### config.mk
export PLATFORM = sky130hd
export DESIGN_NAME = ile_cell
export DESIGN_NICKNAME = d
export VERILOG_FILES = /design/src/rtl/ile_pkg.sv /design/src/rtl/ile_cell.sv
export SDC_FILE = /design/constraint.sdc
export NUM_CORES = 1
export LEC_CHECK = 0
export ABC_AREA = 1
export ABC_CLOCK_PERIOD_IN_PS = 3650
export BUFFER_PORTS_ARGS = -buffer_cell sky130_fd_sc_hd__buf_2
export CORE_MARGIN = 5
export CORE_UTILIZATION = 45
export DETAILED_ROUTE_END_ITERATION = 16
export HOLD_SLACK_MARGIN = 0.08
export PLACE_DENSITY_LB_ADDON = 0.05
export REMOVE_ABC_BUFFERS = 1
export SLEW_MARGIN = 0
export SYNTH_ARGS = -nofsm -noshare
export SYNTH_HDL_FRONTEND = slang
export SYNTH_SLANG_ARGS = --single-unit
### constraint.sdc
create_clock -name aclk -period 3.65 [get_ports aclk]
set_input_delay 0.1825 -clock aclk [delete_from_list [all_inputs] [get_ports aclk]]
set_output_delay 0.1825 -clock aclk [all_outputs]
set_load 0.02 [all_outputs]
### src/rtl/ile_pkg.sv
// Shared types and constants for the indexed list engine.
// Holds the list geometry, the action and status codes and the cell command.
// No dependencies.
`timescale 1ns / 1ps

package ile_pkg;

    localparam int CAPACITY = 64;
    localparam int IDX_W    = $clog2(CAPACITY);
    localparam int CNT_W    = $clog2(CAPACITY + 1);
    localparam int ACT_W    = 3;
    localparam int POS_W    = 7;
    localparam int VAL_W    = 32;
    localparam int STS_W    = 2;
    localparam int GROUP    = 8;
    localparam int NGROUP   = (CAPACITY + GROUP - 1) / GROUP;

    localparam logic [ACT_W-1:0] ACT_APPEND = 3'd0;
    localparam logic [ACT_W-1:0] ACT_INSERT = 3'd1;
    localparam logic [ACT_W-1:0] ACT_REMOVE = 3'd2;
    localparam logic [ACT_W-1:0] ACT_GET    = 3'd3;
    localparam logic [ACT_W-1:0] ACT_CLEAR  = 3'd4;

    typedef enum logic [STS_W-1:0] {
        ST_OK     = 2'd0,
        ST_BOUNDS = 2'd1,
        ST_FULL   = 2'd2
    } status_t;

    typedef enum logic [1:0] {
        OP_HOLD   = 2'd0,
        OP_INSERT = 2'd1,
        OP_REMOVE = 2'd2
    } cell_op_t;

    typedef struct packed {
        cell_op_t                 op;
        logic [POS_W-1:0]         pos;
        logic signed [VAL_W-1:0]  value;
    } ile_cmd_t;

endpackage

### src/rtl/ile_cell.sv
// One storage cell of the list row; holds a single entry.
// Takes the left or right neighbor's entry on insert or remove.
// Depends on ile_pkg.
`timescale 1ns / 1ps

module ile_cell
    import ile_pkg::*;
(
    input  logic                    aclk,
    input  ile_cmd_t                cmd,
    input  logic [IDX_W-1:0]        cell_index,
    input  logic signed [VAL_W-1:0] left_value,
    input  logic signed [VAL_W-1:0] right_value,
    output logic signed [VAL_W-1:0] value,
    output logic signed [VAL_W-1:0] sel_value
);

    logic signed [VAL_W-1:0] value_reg;
    logic signed [VAL_W-1:0] value_next;
    logic [POS_W-1:0]        my_pos;

    assign my_pos = POS_W'(cell_index);

    always_comb begin
        value_next = value_reg;
        case (cmd.op)
            OP_INSERT: begin
                if (my_pos > cmd.pos) begin
                    value_next = left_value;
                end else if (my_pos == cmd.pos) begin
                    value_next = cmd.value;
                end
            end
            OP_REMOVE: begin
                if (my_pos >= cmd.pos) begin
                    value_next = right_value;
                end
            end
            default: begin
                value_next = value_reg;
            end
        endcase
    end

    always_ff @(posedge aclk) begin
        value_reg <= value_next;
    end

    assign value     = value_reg;
    assign sel_value = (my_pos == cmd.pos) ? value_reg : '0;

endmodule

; Word-level counts from Yosys, hierarchy flattened
; Cells that the tools add are included.
; Widths: inputs -> output; s select.
[totals]
reg_bits = 32
in_bits = 112
[op_classes]
n_lt_le_gt_ge = 2
eq_ne = 5
n_mux = 5
n_reduce_logical = 2
[ops]
columns = op, n
row1 = $mux 32, 4
row2 = $pmux 32 s2, 1
row3 = $eq 6x7->1, 1
row4 = $ge 6x7->1, 1
row5 = $gt 6x7->1, 1
row6 = $ne 3x3->1 const B, 1
row7 = $reduce_and 3->1, 1
row8 = $eq 2x1->1 const B, 1
row9 = $eq 2x2->1 const B, 1
row10 = $ne 2x2->1 const B, 1
row11 = $reduce_bool 2->1, 1

; Depth between registers and ports, before layout
; Gate-level depths: netlist of the first run.
[logic_depth]
word_depth = 4
mapped_depth = 12
ltp_nobuf = 11

; Least setup slack after synthesis of the first run
; Ideal clock, no wire load.
[synth_timing]
path_type = input to register
start = in cmd[37] (netlist bit)
end = reg value_reg[0], in the netlist value[0] (enable)
setup_time_ns = 0.387
arrival_time_ns = 1.882
required_time_ns = 3.263
path_slack_ns = 1.381
stages = 10
n_path_buf = 2
cell_sequence = inv_1 > ha_1 > inv_1 > nor3_2 > nand3_2 > buf_6 > buf_6 > nand3_1 > o21ai_0 > inv_1
[synth_between]
elab_chain_cells = 3
elab_cells_between_ends = 6
cone_classes = order compare: 2 / eq/ne: 3 / reduce/logical: 1
[synth_rtl]
columns = element, line
row1 = "start, declared", ile_cell.sv:10  ; input ile_cmd_t cmd,
row2 = "$gt 6x7->1, or another cell as far along", ile_cell.sv:28  ; if (my_pos > cmd.pos) begin
row3 = $ne 3x3->1 (no line) or $ne 2x2->1 (tied branches), --
row4 = $reduce_and 3->1 (no line) *, --
row5 = "end signal, assigned", ile_cell.sv:46  ; value_reg <= value_next;
row6 = "end, declared", ile_cell.sv:18  ; logic signed [VAL_W-1:0] value_reg;
; Every way passes the cells marked *; elsewhere a longest branch is shown, timed or not.
; A chain may end at the register's enable or synchronous reset.

; Worst setup path after layout of the first run
[layout_timing]
start = in cmd[36] (netlist bit)
end = out sel_value[13]
[layout_between]
elab_chain_cells = 2
[layout_rtl]
columns = element, line
row1 = $eq 6x7->1, ile_cell.sv:50  ; assign sel_value = (my_pos == cmd.pos) ? value_reg : '0;
row2 = $mux 32, ile_cell.sv:50
row3 = "end, declared", ile_cell.sv:15  ; output logic signed [VAL_W-1:0] sel_value
; No other way between the ends.

==> results.md, run 1 <==
- Initial drt markers: 91
- Drc violations: 0
- Mapped cell area: 2540 um2
- Leading cell types in the layout, fill and taps excluded: buf_2, inv_1, nand2_1
- XOR/XNOR share of the synthesized area: 0
- Vias: approximately 2700
- Crit-path max cell delay: 0.42 ns
- Status: finished, final reports clean
- Post-cts gate resize count: 0
- Leak: 2.28 nW
- Kind of critical path: in2out
- Synth Area in Simple Gates: 0.370
- CTS Buf Count: 5
- Largest family of logic cells by synthesized area: simple AND/OR/NAND/NOR gates
- Achievable Freq: 0.426 GHz
- Commonest non-fill, non-tap cell in the layout: buf_2
- Fin Setup TNS: 0 ns
- Critical path, cell by cell: buf_2 -> inv_1 -> ha_1 -> nand2_1 -> nor3_2 -> nand3_2 -> buf_4 -> buf_4 -> nor2_1 -> buf_2
- HP Class: in2reg
- Drt first pass iters: 4
- Max-Cap Viols: 0
- CP arrival: between 2 and 2.5 ns
- Netlist cell types: 17
- Sequential element share of the synthesized area: 0.378
- Max-slew headroom: 0.635
- Gpl congestion: 0.816
- Die Span Y: 85.2 um
- Largest net degree at the start of global routing: 34
- TritonCTS clock tree: done
- Die Span X: 85.2 um
- Largest cells by area after synthesis: edfxtp_1, inv_1, nand2_1, nand3_1, nor2_1
- Mux share of post-synthesis cell area: 0
- Area delta synth->final: 38.9%
- Power, Total: 1.08 mW
- Setup violators final: 0
- Crit-path max FO: 25
- Critical path endpoint category: output port
- Worst endpoint required time: 3.47 ns
- Post-DP Area: 3420 um2
- Fin. Hold Viols: 0
- First-pass GRT wire length: 11700 um
- PortBufs: 175
- Final Cell Area: 3530 um2
- Mapped Avg Cell Area: 6.73 um2
- Fill count: between 500 and 600
- Yosys reg bits: 32
- Half-perimeter wire length after placement: 5550 um
- Number of antenna-violating nets in the routed design: 0
- Final Max Slew Viols: 0
- Ant. Diodes: 0
- Hold slack: 0.168 ns
- Initial Utilization: 0.462
- Initial antenna violation count: 0
- Vias per inst: 4.42
- Hold buffers post-CTS: 0
- Fin crit period: 2.35 ns
- Cell family with most CP delay: buffers and inverters
- Post-synth top area share: 0.378
- Worst vdd ir: between 150 and 200 uV
- Period utilisation layout: 0.643
- Slowest stage cell, crit path: nand3_2
- Post-Syn Instances: 378
- Finished Core Util: 0.641
- Final WL: 7290 um
- Compound-cell area share of the yosys netlist: 0.00738
- I/O pin total: 176
- RSZ-0062 raised after global routing: no
- Layout cells sized above 1: 0.367
- All-Layer GR Usage: 0.196
- Critical Path Source Type: primary input
- Routed length per instance: 11.8 um
- Largest area contributor in the synthesized netlist: edfxtp_1
- Clock root buffer master: clkbuf_8
- Grt ovf: 0
- H-Tree Depth: 2
- Adder-Cell Fraction of Synth Area: 0.0295
- Worst-Margin Slew: 0.547 ns
- Buf/Inv on CP: 5
- Pwr per Cell Area: 306 nW/um2
- Post CTS Setup Buffer Count: 0
- Largest register FFs: 32
- Area of the die: 7250 um2
- CTS sink count: 32
- Reg clk slew, reported paths: 0.07 ns
- Core area: 5510 um2
- Number of global-route vias before repair: 2682
- Nets@finish: 664
- Max clock buf depth: 2
- Yosys warning count: 0
- Site Rows: 27
final timing paths:
check,cells past startpoint,slack [ns],end,from
hold / removal,3,0.17,value[21],right_value[21]
setup / recovery,10,1.30,sel_value[13],cmd[36]
worst min-delay path, delay by kind of cell:
family,cells,cell delay (ns)
simple gates,2,0.09
buf+inv,1,0.07
cells in the mapped netlist:
library cell / n
a21oi_1: 1
inv_1: 110
clkbuf_1: 4
buf_2: 5
buf_6: 6
buf_1: 1
a21oi_2: 1
nand2_1: 103
nand3_2: 11
buf_4: 3
nor3_2: 1
nand2_4: 2
nor2_1: 35
nand3_1: 56
ha_1: 6
edfxtp_1: 32
o21ai_0: 1
kinds of logic after synthesis:
logic type,after synthesis
simple gates,208
flops,32
compound gates,3
fa+ha+maj,6
buf+inv,129
stage by stage:
step	cells	setup WS (ns)
after floorplan	359	0.767
after global placement	611	1.20
after detailed placement	611	1.10
after CTS	619	1.25
after global routing	619	1.10
final	619	1.30
per-layer routing:
layer	share of wire	vias to the layer above	global-route usage	wire length (um)
met5	0	-	0	0
met4	0.020	0	0.0662	144
met3	0.097	13	0.0466	704
met2	0.49	119	0.348	3560
met1	0.39	1155	0.230	2880
li1	-	1452	-	-
final cells by class:
class                      instances  area (um2)  share of cell area
sequential                        32         961               0.272
timing repair buffer             180         926               0.262
clock buffer                       5        68.8              0.0195
tap                               72        90.1              0.0255
inverter                         110         413               0.117
multi-input combinational        217        1030               0.293
clock inverter                     3        37.5              0.0106
where the power goes:
group          internal, mW  switching, mW
sequential            0.447         0.0150
combinational         0.117          0.177
clock                 0.199          0.125
total                 0.763          0.317
(Power assumes the default switching activity.)
==> inputs of run 2 (changes only) <==
Settings changed: ABC_AREA 1 to 0, ABC_CLOCK_PERIOD_IN_PS 3650 to 2100, CORE_UTILIZATION 45 to 39.
Clock period 3.65 ns to 2.1 ns, I/O delays scaled along.
==> results.md, run 2 <==
- Status: finished, final reports clean
- Mapped Avg Cell Area: 9.41 um2 (+40%)
- Max-slew headroom: 0.776 (+0.140)
- RSZ-0062 raised after global routing: no
- Non-Filler Instances: 525 (-15%)
- Netlist cell types: 25 (+8)
- Nets@finish: 562 (-15%)
- Period utilisation layout: 0.821
- Largest area contributor in the synthesized netlist: edfxtp_1
- Drt first pass iters: 4 (unchanged)
- TritonCTS clock tree: done
- Largest net degree at the start of global routing: 51 (+50%)
- Number of global-route vias before repair: 2811 (+4.8%)
- Commonest non-fill, non-tap cell in the layout: buf_2
- Site Rows: 30 (+11%)
- Clock root buffer master: clkbuf_8
- Async SR Flop Fraction: 0 (unchanged)
- Pwr per Cell Area: 515 nW/um2 (+68%)
- CTS Buf Count: 5 (unchanged)
- Max-Cap Viols: 0 (unchanged)
- Routed length per instance: 16.0 um (+36%)
- All-Layer GR Usage: 0.192 (-0.00362)
- Sequential element share of the synthesized area: 0.361 (-0.0172)
- Die Span Y: 92.6 um (+8.8%)
- Post-Syn Instances: 283 (-25%)
- Hold buffers post-CTS: 0 (unchanged)
- Core area: 6720 um2 (+22%)
- Half-perimeter wire length after placement: 6160 um (+11%)
- Gpl congestion: 0.738 (-9.6%)
- Area of the die: 8580 um2 (+18%)
- Vias: 2845 (+3.9%)
- Fin crit period: 1.73 ns
- Reg clk slew, reported paths: 0.08 ns (about the same)
- Grt ovf: 0 (unchanged)
- Worst endpoint required time: 2.00 ns (-1.47 ns)
- Post CTS Setup Buffer Count: 0 (unchanged)
- Max clock buf depth: 2 (unchanged)
- Worst-Margin Slew: 0.334 ns (-0.213 ns)
- Fin Setup TNS: 0 ns (unchanged)
- Fill count: 671 (+25%)
- Final WL: 8410 um (+15%)
- Power, Total: 1.90 mW (+76%)
- Yosys warning count: 0 (unchanged)
- Place WS: 0.268 ns (-0.829 ns)
- Initial antenna violation count: 0 (unchanged)
- First-pass GRT wire length: 13700 um (+17%)
- Leading cell types in the layout, fill and taps excluded: buf_2, nand3_1
- Hold slack: 0.152 ns (-0.0164 ns)
- Largest cells by area after synthesis: edfxtp_1, o2bb2a_1, o2111ai_1, and2_1, or3_1
- Achievable Freq: 0.580 GHz
- Kind of critical path: in2out
- Initial Utilization: 0.396 (-0.0653)
- CTS sink count: 32 (unchanged)
- Post-synth EDFFs: 32 (unchanged)
- Layout cells sized above 1: 0.452 (+0.0842)
- Worst vdd ir: 279 uV (+46%)
- Initial drt markers: 158 (+74%)
- PortBufs: 175 (unchanged)
- HP Class: in2reg
- Fin. Hold Viols: 0 (unchanged)
- Crit-path max FO: 32 (+28%)
- Die Span X: 92.6 um (+8.8%)
- Leak: 1.74 nW (-24%)
- Yosys reg bits: 32 (unchanged)
- Most frequent cell after synthesis: nand3_1
- Post-synth top area share: 0.361 (-0.0172)
- Dpl cells: 517 (-15%)
- Final worst setup slack: 0.375 ns (-0.928 ns)
- Critical path endpoint category: output port
- Hold depth: 3 (unchanged)
- Ant. Diodes: 0 (unchanged)
- Final Max Slew Viols: 0 (unchanged)
- Critical path launch point: cmd[37]
- Post-cts gate resize count: 0 (unchanged)
- Area delta synth->final: 38.4%
- I/O pin total: 176 (unchanged)
- Final Cell Area: 3690 um2 (+4.4%)
- Mapped cell area: 2660 um2 (+4.8%)
- Vias per inst: 5.42 (+22%)
- H-Tree Depth: 2 (unchanged)
- Critical Path Source Type: primary input
- Post-DP Area: 3580 um2 (+4.6%)
- Drc violations: 0 (unchanged)
- Largest register FFs: 32 (unchanged)
- Number of antenna-violating nets in the routed design: 0 (unchanged)
- Hold path start: left_value[18]
- Finished Core Util: 0.549 (-0.0924)
- Setup violators final: 0 (unchanged)
- Ys flop type: edfxtp_1
- CP arrival: 1.62 ns (-0.54 ns)
==> run 2: cell count changes in the layout (fill, tap and decap cells not counted), moves of 32 or more <==
cell,previous run,this run
or3_1,0,32
o2111ai_1,0,32
o2bb2a_1,0,32
inv_1,110,6
nor2_1,35,0
nand2_1,103,32
and2_1,0,32
==> run 2: cell families after synthesis <==
logic type	after synthesis	synth area share
simple gates	137	0.286
compound gates	69	0.243
buf+inv	39	0.0827
flops	32	0.361
fa+ha+maj	6	0.0282
==> run 2: path summary, 6_finish.rpt <==
kind | endpoint | slack [ns]
setup / recovery | sel_value[14] | 0.37
hold / removal | value[18] | 0.15
==> run 2: layout make-up <==
class	instances	area, um2	share of cell area
clock buffers	5	68.8	0.0187
flip-flops and latches	32	961	0.261
repair buffers	187	991	0.269
multi-input cells	212	1510	0.409
clock inverters	3	37.5	0.0102
well taps	80	100	0.0271
inverters	6	22.5	0.00611
==> run 2: report_power, final <==
part           internal (mW)  switching (mW)
sequential             0.774          0.0216
combinational          0.231           0.279
clock                  0.346           0.249
==> run 2: routing by layer <==
metal | vias to the layer above | routed length [um] | track usage
li1 | 1427 | - | -
met3 | 4 | 696 | 0.0463
met2 | 120 | 4070 | 0.329
met1 | 1294 | 3590 | 0.247
met5 | - | 0 | 0
met4 | 0 | 53 | 0.0403
==> run 2: critical path, cell delays in order <==
cell and delay, ns:
buf_2 0.07, inv_1 0.03, ha_1 0.30, and4b_4 0.27
and4_1 0.23, buf_4 0.28, and2_1 0.16, buf_2 0.16
==> inputs of run 3 (changes only) <==
Settings changed: ABC_CLOCK_PERIOD_IN_PS 2100 to 1700, CORE_UTILIZATION 39 to 43.
Clock period 2.1 ns to 1.7 ns, I/O delays scaled along.
==> results.md, run 3 (synthesis gave the netlist of run 2 again) <==
- Status: finished, final reports clean
- PortBufs: 175 (unchanged)
- Fin crit period: 1.62 ns
- Internal: 1.54 mW (+14%)
- Largest register FFs: 32 (unchanged)
- Post CTS Setup Buffer Count: 0 (unchanged)
- Finished Core Util: 0.622 (+0.0731)
- Layout cells sized above 1: 0.455 (+0.00367)
- Share of power burned in registers: 0.449 (+0.030)
- Setup violators final: 0 (unchanged)
- Vias per inst: 5.42 (about the same)
- Crit-path max cell delay: 0.29 ns (about the same)
- Cell repeated most along the worst path: buf_4
- Area of the die: 7870 um2 (-8.3%)
- Vias: 2833 (-0.42%)
- WHS Endpoint: value[13]
- Max-slew headroom: 0.241 (-0.535)
- H-Tree Depth: 2 (unchanged)
- Achievable Freq: 0.619 GHz
- CTS Buf Count: 5 (unchanged)
- Hold buffers post-CTS: 0 (unchanged)
- Post-cts gate resize count: 0 (unchanged)
- TritonCTS clock tree: done
- First-pass GRT wire length: 13000 um (-5.4%)
- Reg clk slew, reported paths: 0.07 ns (about the same)
- Worst endpoint required time: 1.68 ns (-0.32 ns)
- Clock root buffer master: clkbuf_8
- Final Cell Area: 3700 um2 (+0.44%)
- CP arrival: 1.60 ns (-0.02 ns)
- Gpl congestion: 0.764 (+3.6%)
- Crit-path max FO: 9 (-72%)
- Initial Utilization: 0.447 (+0.0508)
- Critical path endpoint category: register
- Buf/Inv on CP: 4 (unchanged)
- Leading cell types in the layout, fill and taps excluded: buf_2, nand3_1
- Half-perimeter wire length after placement: 6120 um (-0.77%)
- Die Span X: 88.7 um (-4.3%)
- Largest net degree at the start of global routing: 65 (+27%)
- Number of global-route vias before repair: 2656 (-5.5%)
- Period utilisation layout: 0.951
- Kind of critical path: in2reg
- Hold depth: 3 (unchanged)
- Drt first pass iters: 4 (unchanged)
- Number of antenna-violating nets in the routed design: 0 (unchanged)
- Area delta synth->final: 39.0%
- Sw Ratio: 0.297 (+0.00795)
- Final WL: 8340 um (-0.88%)
- Psw: 0.652 mW (+19%)
- Initial drt markers: 129 (-18%)
- Core area: 5960 um2 (-11%)
- Power, Total: 2.19 mW (+15%)
- Commonest non-fill, non-tap cell in the layout: buf_2
- Die Span Y: 88.7 um (-4.3%)
- Ant. Diodes: 0 (unchanged)
- HP Class: in2reg
- Final Max Slew Viols: 0 (unchanged)
- Slowest stage cell, crit path: ha_1
- Worst-Margin Slew: 1.13 ns (+0.800 ns)
- CTS sink count: 32 (unchanged)
- Leak: 1.75 nW (+0.50%)
- Routed length per instance: 15.9 um (-0.50%)
- Max clock buf depth: 2 (unchanged)
- Site Rows: 28 (-6.7%)
- Critical Path Source Type: primary input
- Max-Cap Viols: 0 (unchanged)
- All-Layer GR Usage: 0.208 (+0.0158)
- Fin Setup TNS: 0 ns (unchanged)
- Nets@finish: 565 (+0.53%)
- Hold path start: left_value[13]
- Drc violations: 0 (unchanged)
- Fin. Hold Viols: 0 (unchanged)
- Worst vdd ir: 325 uV (+17%)
- Critical path, cell by cell: buf_2 -> inv_1 -> ha_1 -> and4b_4 -> and4_2 -> nor3_1 -> buf_4 -> a21oi_4 -> buf_4
- Grt ovf: 0 (unchanged)
- Cell family with most CP delay: simple AND/OR/NAND/NOR gates
- Post-DP Area: 3610 um2 (+0.80%)
- Pwr per Cell Area: 592 nW/um2 (+15%)
- Initial antenna violation count: 0 (unchanged)
- Clock Power Share: 0.257 (-0.056)
- Combinational group share of total power: 0.294 (+0.026)
- I/O pin total: 176 (unchanged)
- Hold slack: 0.141 ns (-0.0112 ns)
run 3: cell types whose count changed in the layout (fill, tap and decap cells not counted):
cell / previous run / this run
and4_2: 0 / 1
buf_12: 2 / 4
buf_4: 10 / 11
and4_1: 1 / 0
bufinv_16: 1 / 0
clkbuf_1: 0 / 2
clkinv_1: 2 / 1
run 3: per-layer routing:
metal / routed length [um] / vias up / GRT usage
met5: 0 / - / 0
li1: - / 1427 / -
met3: 847 / 6 / 0.0484
met4: 59 / 0 / 0.0495
met2: 4130 / 126 / 0.356
met1: 3300 / 1274 / 0.266
run 3: power groups by stage:
stage,Sequential [mW],Clock (mW),Combinational (mW)
4_1_cts,0.986,0.578,0.648
2_1_floorplan,1.07,0,0.276
3_3_place_gp,0.999,0,0.635
3_5_place_dp,1.00,0,0.647
6_report,0.983,0.564,0.645
5_1_grt,0.993,0.619,0.716
run 3: how the worst max path moves through the flow:
| stage | startpoint | endpoint | cells after the start |
|---|---|---|---|
| after global placement | cmd[37] | value[22] | 10 |
| final | cmd[36] | value[2] | 9 |
| after CTS | cmd[36] | sel_value[29] | 8 |
| after floorplan | cmd[37] | value[0] | 6 |
| after global routing | cmd[36] | value[16] | 9 |
| after detailed placement | cmd[37] | value[15] | 10 |
run 3: through the flow:
stage,setup WS (ns),cells
after floorplan,-2.37,250
after global placement,-0.154,515
after detailed placement,-0.188,515
after CTS,0.000458,523
after global routing,-0.00528,523
final,0.0839,523
run 3: final cells by class:
| class | count | area (um2) |
|---|---|---|
| sequential | 32 | 961 |
| fill | 534 | 2250 |
| tap | 75 | 93.8 |
| multi-input combinational | 212 | 1510 |
| timing repair buffer | 190 | 1040 |
| clock inverter | 1 | 3.75 |
| clock buffer | 7 | 76.3 |
| inverter | 6 | 22.5 |
